$ cat src/hw/rtl/status_led_color_sequencer_unit_macros.svh
// ---------------------------------------------------------------------------
// status led color sequencer assertion macros
// shared concurrent check forms, clocked on clk and disabled in reset
// ---------------------------------------------------------------------------
`ifndef STATUS_LED_COLOR_SEQUENCER_UNIT_MACROS_SVH
`define STATUS_LED_COLOR_SEQUENCER_UNIT_MACROS_SVH

// same-cycle implication
`define SLCS_ASSERT_NOW(lbl, ante, cons, msg) \
  lbl: assert property (@(posedge clk) disable iff (rst) (ante) |-> (cons)) else $error(msg);

// next-cycle implication
`define SLCS_ASSERT_NEXT(lbl, ante, cons, msg) \
  lbl: assert property (@(posedge clk) disable iff (rst) (ante) |=> (cons)) else $error(msg);

`endif

$ cat src/hw/rtl/slcs_pkg.sv
// ---------------------------------------------------------------------------
// slcs_pkg
// types and constants of the status led color sequencer
// ---------------------------------------------------------------------------
package slcs_pkg;

  localparam int unsigned ChanW = 8;

  localparam logic [ChanW-1:0] FULL_LEVEL = 8'hff;

  // last step counts of the shared multiplier and the ramp divider
  localparam logic [2:0] MUL_LAST = 3'd2;
  localparam logic [2:0] DIV_LAST = 3'd7;

  localparam logic KIND_TICK  = 1'b0;
  localparam logic KIND_BLINK = 1'b1;

  typedef enum logic [1:0] {
    ST_IDLE,
    ST_MUL,
    ST_DIV,
    ST_FIN
  } slcs_state_t;

endpackage

$ cat src/hw/rtl/status_led_color_sequencer_unit.sv
// ---------------------------------------------------------------------------
// status_led_color_sequencer_unit
// a tick's color is registered from ST_FIN, entered straight from ST_IDLE in normal
// mode or with a zero period, after the shared 8x8 multiplier (3 steps) with fading,
// and after the 8-step restoring divider for the ramp in blink mode
// in_ready is high only in ST_IDLE: a tick holds the block until it is back in
// ST_IDLE, a blink start does not, and a changed color waits for out_ready
// reset: synchronous, clears fade, blink and last color state to zero
// ---------------------------------------------------------------------------
`include "status_led_color_sequencer_unit_macros.svh"

module status_led_color_sequencer_unit (
  input  logic        clk,
  input  logic        rst,
  input  logic        in_valid,
  output logic        in_ready,
  input  logic        kind,
  input  logic [3:0]  slot_index,
  input  logic [23:0] user_color,
  input  logic [1:0]  bt_flags,
  input  logic        link_up,
  input  logic [7:0]  blink_count,
  input  logic [7:0]  blink_period,
  output logic        out_valid,
  input  logic        out_ready,
  output logic [7:0]  red,
  output logic [7:0]  green,
  output logic [7:0]  blue
);
  import slcs_pkg::*;

  slcs_state_t state, state_next;

  logic [7:0]  fade_step;
  logic [7:0]  blink_left;
  logic [7:0]  blink_timer;
  logic [7:0]  blink_length;
  logic [23:0] last_color;

  logic [7:0] col_r, col_g, col_b;
  logic [7:0] rem;
  logic [7:0] quo;
  logic [2:0] cnt;

  logic       accept;
  logic       tick;
  logic       load_out;
  logic       differs;

  // tick decode
  logic [2:0]  code;
  logic [7:0]  base_r, base_g, base_b;
  logic        fade_en;
  logic [7:0]  timer_n, left_n, diff;
  logic [15:0] num;

  // shared multiplier
  logic [7:0]  mul_in;
  logic [15:0] prod;

  // divider step
  logic [8:0] trial;
  logic       ge;
  logic [8:0] trial_sub;
  logic [7:0] rem_next, quo_next;

  assign accept  = in_valid && in_ready;
  assign tick    = accept && (kind == KIND_TICK);
  assign differs = {col_b, col_g, col_r} != last_color;

  always_comb begin
    code    = slot_index[2:0] + 3'd1;
    fade_en = bt_flags[1] && !link_up;
    if (user_color == 24'd0) begin
      base_r = {ChanW{code[2]}};
      base_g = {ChanW{code[0]}};
      base_b = {ChanW{code[1]}};
    end else begin
      base_r = user_color[23:16];
      base_g = user_color[15:8];
      base_b = user_color[7:0];
    end
    if (blink_timer == 8'd0) begin
      timer_n = blink_length;
      left_n  = blink_left - 8'd1;
    end else begin
      timer_n = blink_timer - 8'd1;
      left_n  = blink_left;
    end
    diff = (timer_n > blink_length) ? 8'd0 : (blink_length - timer_n);
    // diff * 255 as a shift and subtract
    num  = {diff, 8'h00} - {8'h00, diff};
  end

  always_comb begin
    unique case (cnt[1:0])
      2'd0:    mul_in = col_r;
      2'd1:    mul_in = col_g;
      default: mul_in = col_b;
    endcase
    prod = mul_in * fade_step;
  end

  always_comb begin
    trial     = {rem, quo[7]};
    ge        = trial >= {1'b0, blink_length};
    trial_sub = trial - {1'b0, blink_length};
    rem_next  = ge ? trial_sub[7:0] : trial[7:0];
    quo_next  = {quo[6:0], ge};
  end

  // next state
  always_comb begin
    state_next = state;
    unique case (state)
      ST_IDLE: begin
        if (tick) begin
          if (blink_left == 8'd0) begin
            state_next = fade_en ? ST_MUL : ST_FIN;
          end else begin
            state_next = (blink_length == 8'd0) ? ST_FIN : ST_DIV;
          end
        end
      end
      ST_MUL: if (cnt == MUL_LAST) state_next = ST_FIN;
      ST_DIV: if (cnt == DIV_LAST) state_next = ST_FIN;
      ST_FIN: if (!differs || !out_valid || out_ready) state_next = ST_IDLE;
      default: state_next = ST_IDLE;
    endcase
  end

  // outputs of the sequencer
  always_comb begin
    in_ready = 1'b0;
    load_out = 1'b0;
    unique case (state)
      ST_IDLE: in_ready = 1'b1;
      ST_FIN:  load_out = differs && (!out_valid || out_ready);
      default: ;
    endcase
  end

  always_ff @(posedge clk) begin
    if (rst) begin
      state        <= ST_IDLE;
      fade_step    <= 8'd0;
      blink_left   <= 8'd0;
      blink_timer  <= 8'd0;
      blink_length <= 8'd0;
      last_color   <= 24'd0;
      out_valid    <= 1'b0;
      cnt          <= 3'd0;
    end else begin
      state <= state_next;
      if (accept && kind == KIND_BLINK) begin
        blink_left   <= blink_count;
        blink_length <= blink_period;
      end
      if (tick) begin
        cnt <= 3'd0;
        if (blink_left == 8'd0) begin
          if (fade_en) fade_step <= fade_step + 8'd1;
        end else begin
          blink_timer <= timer_n;
          blink_left  <= left_n;
        end
      end else if (state == ST_MUL || state == ST_DIV) begin
        cnt <= cnt + 3'd1;
      end
      if (load_out) begin
        last_color <= {col_b, col_g, col_r};
        out_valid  <= 1'b1;
      end else if (out_ready) begin
        out_valid <= 1'b0;
      end
    end
  end

  // datapath
  always_ff @(posedge clk) begin
    if (tick) begin
      if (blink_left == 8'd0) begin
        col_r <= base_r;
        col_g <= base_g;
        col_b <= base_b;
      end else begin
        // zero period shows full level, inverted on an even count
        col_r <= left_n[0] ? FULL_LEVEL : ~FULL_LEVEL;
        col_g <= left_n[0] ? FULL_LEVEL : ~FULL_LEVEL;
        col_b <= left_n[0] ? FULL_LEVEL : ~FULL_LEVEL;
        rem   <= num[15:8];
        quo   <= num[7:0];
      end
    end else if (state == ST_MUL) begin
      unique case (cnt[1:0])
        2'd0:    col_r <= prod[15:8];
        2'd1:    col_g <= prod[15:8];
        default: col_b <= prod[15:8];
      endcase
    end else if (state == ST_DIV) begin
      rem <= rem_next;
      quo <= quo_next;
      if (cnt == DIV_LAST) begin
        col_r <= blink_left[0] ? quo_next : ~quo_next;
        col_g <= blink_left[0] ? quo_next : ~quo_next;
        col_b <= blink_left[0] ? quo_next : ~quo_next;
      end
    end
    if (load_out) begin
      red   <= col_r;
      green <= col_g;
      blue  <= col_b;
    end
  end

  `SLCS_ASSERT_NOW(a_out_last, out_valid, {blue, green, red} == last_color, "stale output")
  `SLCS_ASSERT_NOW(a_div_rem_bound, state == ST_DIV, rem < blink_length, "remainder too big")
  `SLCS_ASSERT_NEXT(a_normal_no_div, tick && blink_left == 8'd0, state != ST_DIV, "tick in div")

endmodule
$ cat config.mk
export PLATFORM = sky130hd
export DESIGN_NAME = status_led_color_sequencer_unit
export DESIGN_NICKNAME = d
export VERILOG_FILES = /design/src/hw/rtl/slcs_pkg.sv /design/src/hw/rtl/status_led_color_sequencer_unit.sv
export VERILOG_INCLUDE_DIRS = /design/src /design/src/hw/rtl
export SDC_FILE = /design/constraint.sdc
export NUM_CORES = 1
export LEC_CHECK = 0
export BUFFER_PORTS_ARGS = -buffer_cell sky130_fd_sc_hd__buf_2
export CAP_MARGIN = 15
export CORE_ASPECT_RATIO = 0.7
export CORE_UTILIZATION = 30
export DETAILED_ROUTE_END_ITERATION = 12
export GPL_TIMING_DRIVEN = 1
export PLACE_DENSITY_LB_ADDON = 0.3
export SLEW_MARGIN = 20
export SYNTH_ARGS = -nofsm -noshare
export SYNTH_HDL_FRONTEND = slang
export SYNTH_SLANG_ARGS = --single-unit
$ cat constraint.sdc
create_clock -name clk -period 7.7 [get_ports clk]
set_clock_uncertainty 0.2 [all_clocks]
set_input_delay 1.54 -clock clk [delete_from_list [all_inputs] [get_ports clk]]
set_output_delay 1.54 -clock clk [all_outputs]
set_load 0.005 [all_outputs]
==> run summary <==
status: completed
Via density: 5.001
crit path from: cnt[1]
Yosys cell types: 66
Syn Inst Count: 995
Flop pwr share: 0.261
Sw Ratio: 0.4704
routed vias: 7431
worst r2r dst: col_g[6]
hold_buf cts: 0
R2R depth: 20
ANT nets after route: 0
Peak Freq: 151.9 MHz
WP data required: 7.65 ns
period utilization: 0.8550
Crit Path Max Fanout: 9
Slew headroom: 0.4036
hpwl dp: 19.18 mm
clock tree buffer depth: 2
Synth area leaders: edfxtp_1, dfxtp_1, ha_1
clk sinks: 126
leading area contributor after synthesis: edfxtp_1
initial antenna violation count: 0
Worst path slowest cell: a21oi_1
routed length on met1: 13.59 mm
EDFF count, synth: 64
switching power: 2138 uW
clk_lat worst skew: 0.42 ns
register area share after synthesis: 0.3456
maximum VDD drop: 0.2775 mV
core area: 29970 um2
Avg WL per Cell: 16.61 um
Slew @ Worst Pin: 0.8946 ns
Post-layout nets: 1218
Reg2Reg Launch Point: cnt[1]
Synth Warn #: 0
GR Overflow Total: 0
vias in the first global route: 6748
RSZ-0062 raised after global routing: false
Critical Path Max Stage Delay: 0.69 ns
die width: 210.8 um
synthesized area: 9151 um2
Max Cap Viol: 0
total track usage: 0.1619
hold path start: last_color[3]
Place WS: 1.228 ns
share of cells above drive strength 1: 0.1229
Final TNS setup: 0 ns
Largest register FFs: 24
initial core utilization: 0.3053
type of the worst min-delay path: register to register
Syn Area/Cell: 9.197 um2
DRC: 0
I/O pins: 78
Final Slew Violations: 0
CTS tree: done
crit path to: col_g[6]
Met3 Wirelength: 1.500 mm
Post-CTS Setup Bufs: 0
routed wl met2: 9.471 mm
Syn Nets: 1152
Die Area: 31220 um2
Top reg by flops: last_color
Most used DFF post-synth: edfxtp_1
Port-buffer cells: 75
DR pass1 iterations: 5
commonest cells in the netlist: nor2_1, nand2_1, ha_1, inv_1, edfxtp_1
row count: 53
Clk network pwr share: 0.177
WL final: 24.68 mm
pwr/cell area: 430.5 nW/um2
power share of the combinational group: 0.562
Crit Path Class: register to register
area grow syn2layout: 15.35%
min Tclk post-route: 6.583 ns
Worst Setup End Kind: register
CTS buffer count: 17
largest net degree at the start of global routing: 63
Placed Instance Area: 9967 um2
internal power: 2407 uW
First DRT Iteration DRCs: 558
final setup fails: 0
Post-CTS Resized: 0
fin area: 10560 um2
final hold viol count: 0
CP Launch Type: register
height of the die: 148.1 um
LEAKAGE: 0.004425 uW
setup ws final: 1.117 ns
antenna fix cells: 0
#FFs+latches synth: 126
Synth async-reset ratio: 0
Arrival @ worst endpoint: 6.54 ns
count leader, synth: nor2_1
Synth top area share: 0.2100
Worst R2R Setup Slack: 1.12 ns
first-pass GRT wire length: 38.85 mm
Root Buffer: clkbuf_16
critical-path cell list: inv_1 -> ha_1 -> inv_1 -> nand2_1 -> nor2_1 -> a21oi_1 -> and2_1 -> fa_1 -> fa_1 -> fa_1 -> inv_1 -> fa_1 -> inv_1 -> ha_1 -> a211oi_1 -> a22oi_1 -> o21a_1 -> a21boi_0 -> mux2i_1 -> nand3b_1
Final GP Congestion: 0.8753
Fin Hold WS: 0.3151 ns
top sig layer: met4
CTS H-Tree Depth: 4
Clock transition at path regs: 0.06 ns
-- cells by family after synthesis --
logic type      Yosys count  synth area share
buf+inv                 105           0.04484
flops                   126            0.3456
fa+ha+maj               105            0.1739
xor+xnor                 52           0.04977
simple gates            361            0.1957
compound gates          203            0.1422
mux                      43           0.04799
-- cell type report --
class | instances | area, um2
Clock inverter | 11 | 103.9
Multi-Input combinational cell | 764 | 5593
Timing Repair Buffer | 84 | 442.9
Sequential cell | 126 | 3163
Tap cell | 412 | 515.5
Inverter | 68 | 255.2
Fill cell | 3108 | 19420
Clock buffer | 21 | 483.0
-- metal layers --
metal / up-vias / track usage
met5: - / 0
li1: 3643 / -
met1: 3582 / 0.2665
met2: 199 / 0.2104
met3: 7 / 0.03125
met4: 0 / 0.03188
-- through the flow --
step,std cells,util,power (uW)
6_report,1486,0.3522,4545
5_1_grt,1486,0.3522,4886
4_1_cts,1486,0.3521,4508
3_5_place_dp,1454,0.3325,3689
3_3_place_gp,1454,0.3325,3662
2_1_floorplan,995,-,2931
-- worst max-delay path, delay by kind of cell (launching register included) --
family / cells / cell delay (ns)
adder cells (fa/ha/maj): 6 / 2.63
AND/OR/NAND/NOR: 4 / 0.73
buffers and inverters: 4 / 0.37
AO/OA/AOI/OAI: 5 / 1.67
multiplexers: 1 / 0.39
flip-flops: 1 / 0.34
-- cell usage in the layout, fill, tap and decap left out, types with 9 or more instances in the layout --
cell         n
buf_2       75
and2_1      51
edfxtp_1    64
nor2_1     105
fa_1        37
a21o_1      10
dfxtp_1     62
nor4_1      14
nand2_1     78
nand3_1     20
buf_4        9
nor3_1      27
nand2b_1     9
inv_1       68
xor2_1      26
o21ai_0     59
a21oi_1     53
ha_1        68
xnor2_1     26
or3_1       10
nand4_1     10
clkbuf_16   19
mux2i_1     36
o21a_1      16
-- worst min-delay path by stage --
stage / endpoint / slack, ns / cells past startpoint
after floorplan: state[1] / 0.26 / 2
after global placement: last_color[21] / 0.29 / 2
after detailed placement: last_color[9] / 0.30 / 2
after CTS: last_color[9] / 0.32 / 2
after global routing: last_color[15] / 0.34 / 2
final: last_color[3] / 0.32 / 2
-- power by group through the flow --
stage          clock network (uW)  logic, uW  registers (uW)
2_1_floorplan                   0       1840            1090
5_1_grt                       846       2840            1200
6_report                      806       2560            1180
4_1_cts                       816       2510            1180
3_3_place_gp                    0       2470            1190
3_5_place_dp                    0       2490            1200
No activity file was read; power rests on OpenSTA's default activity.
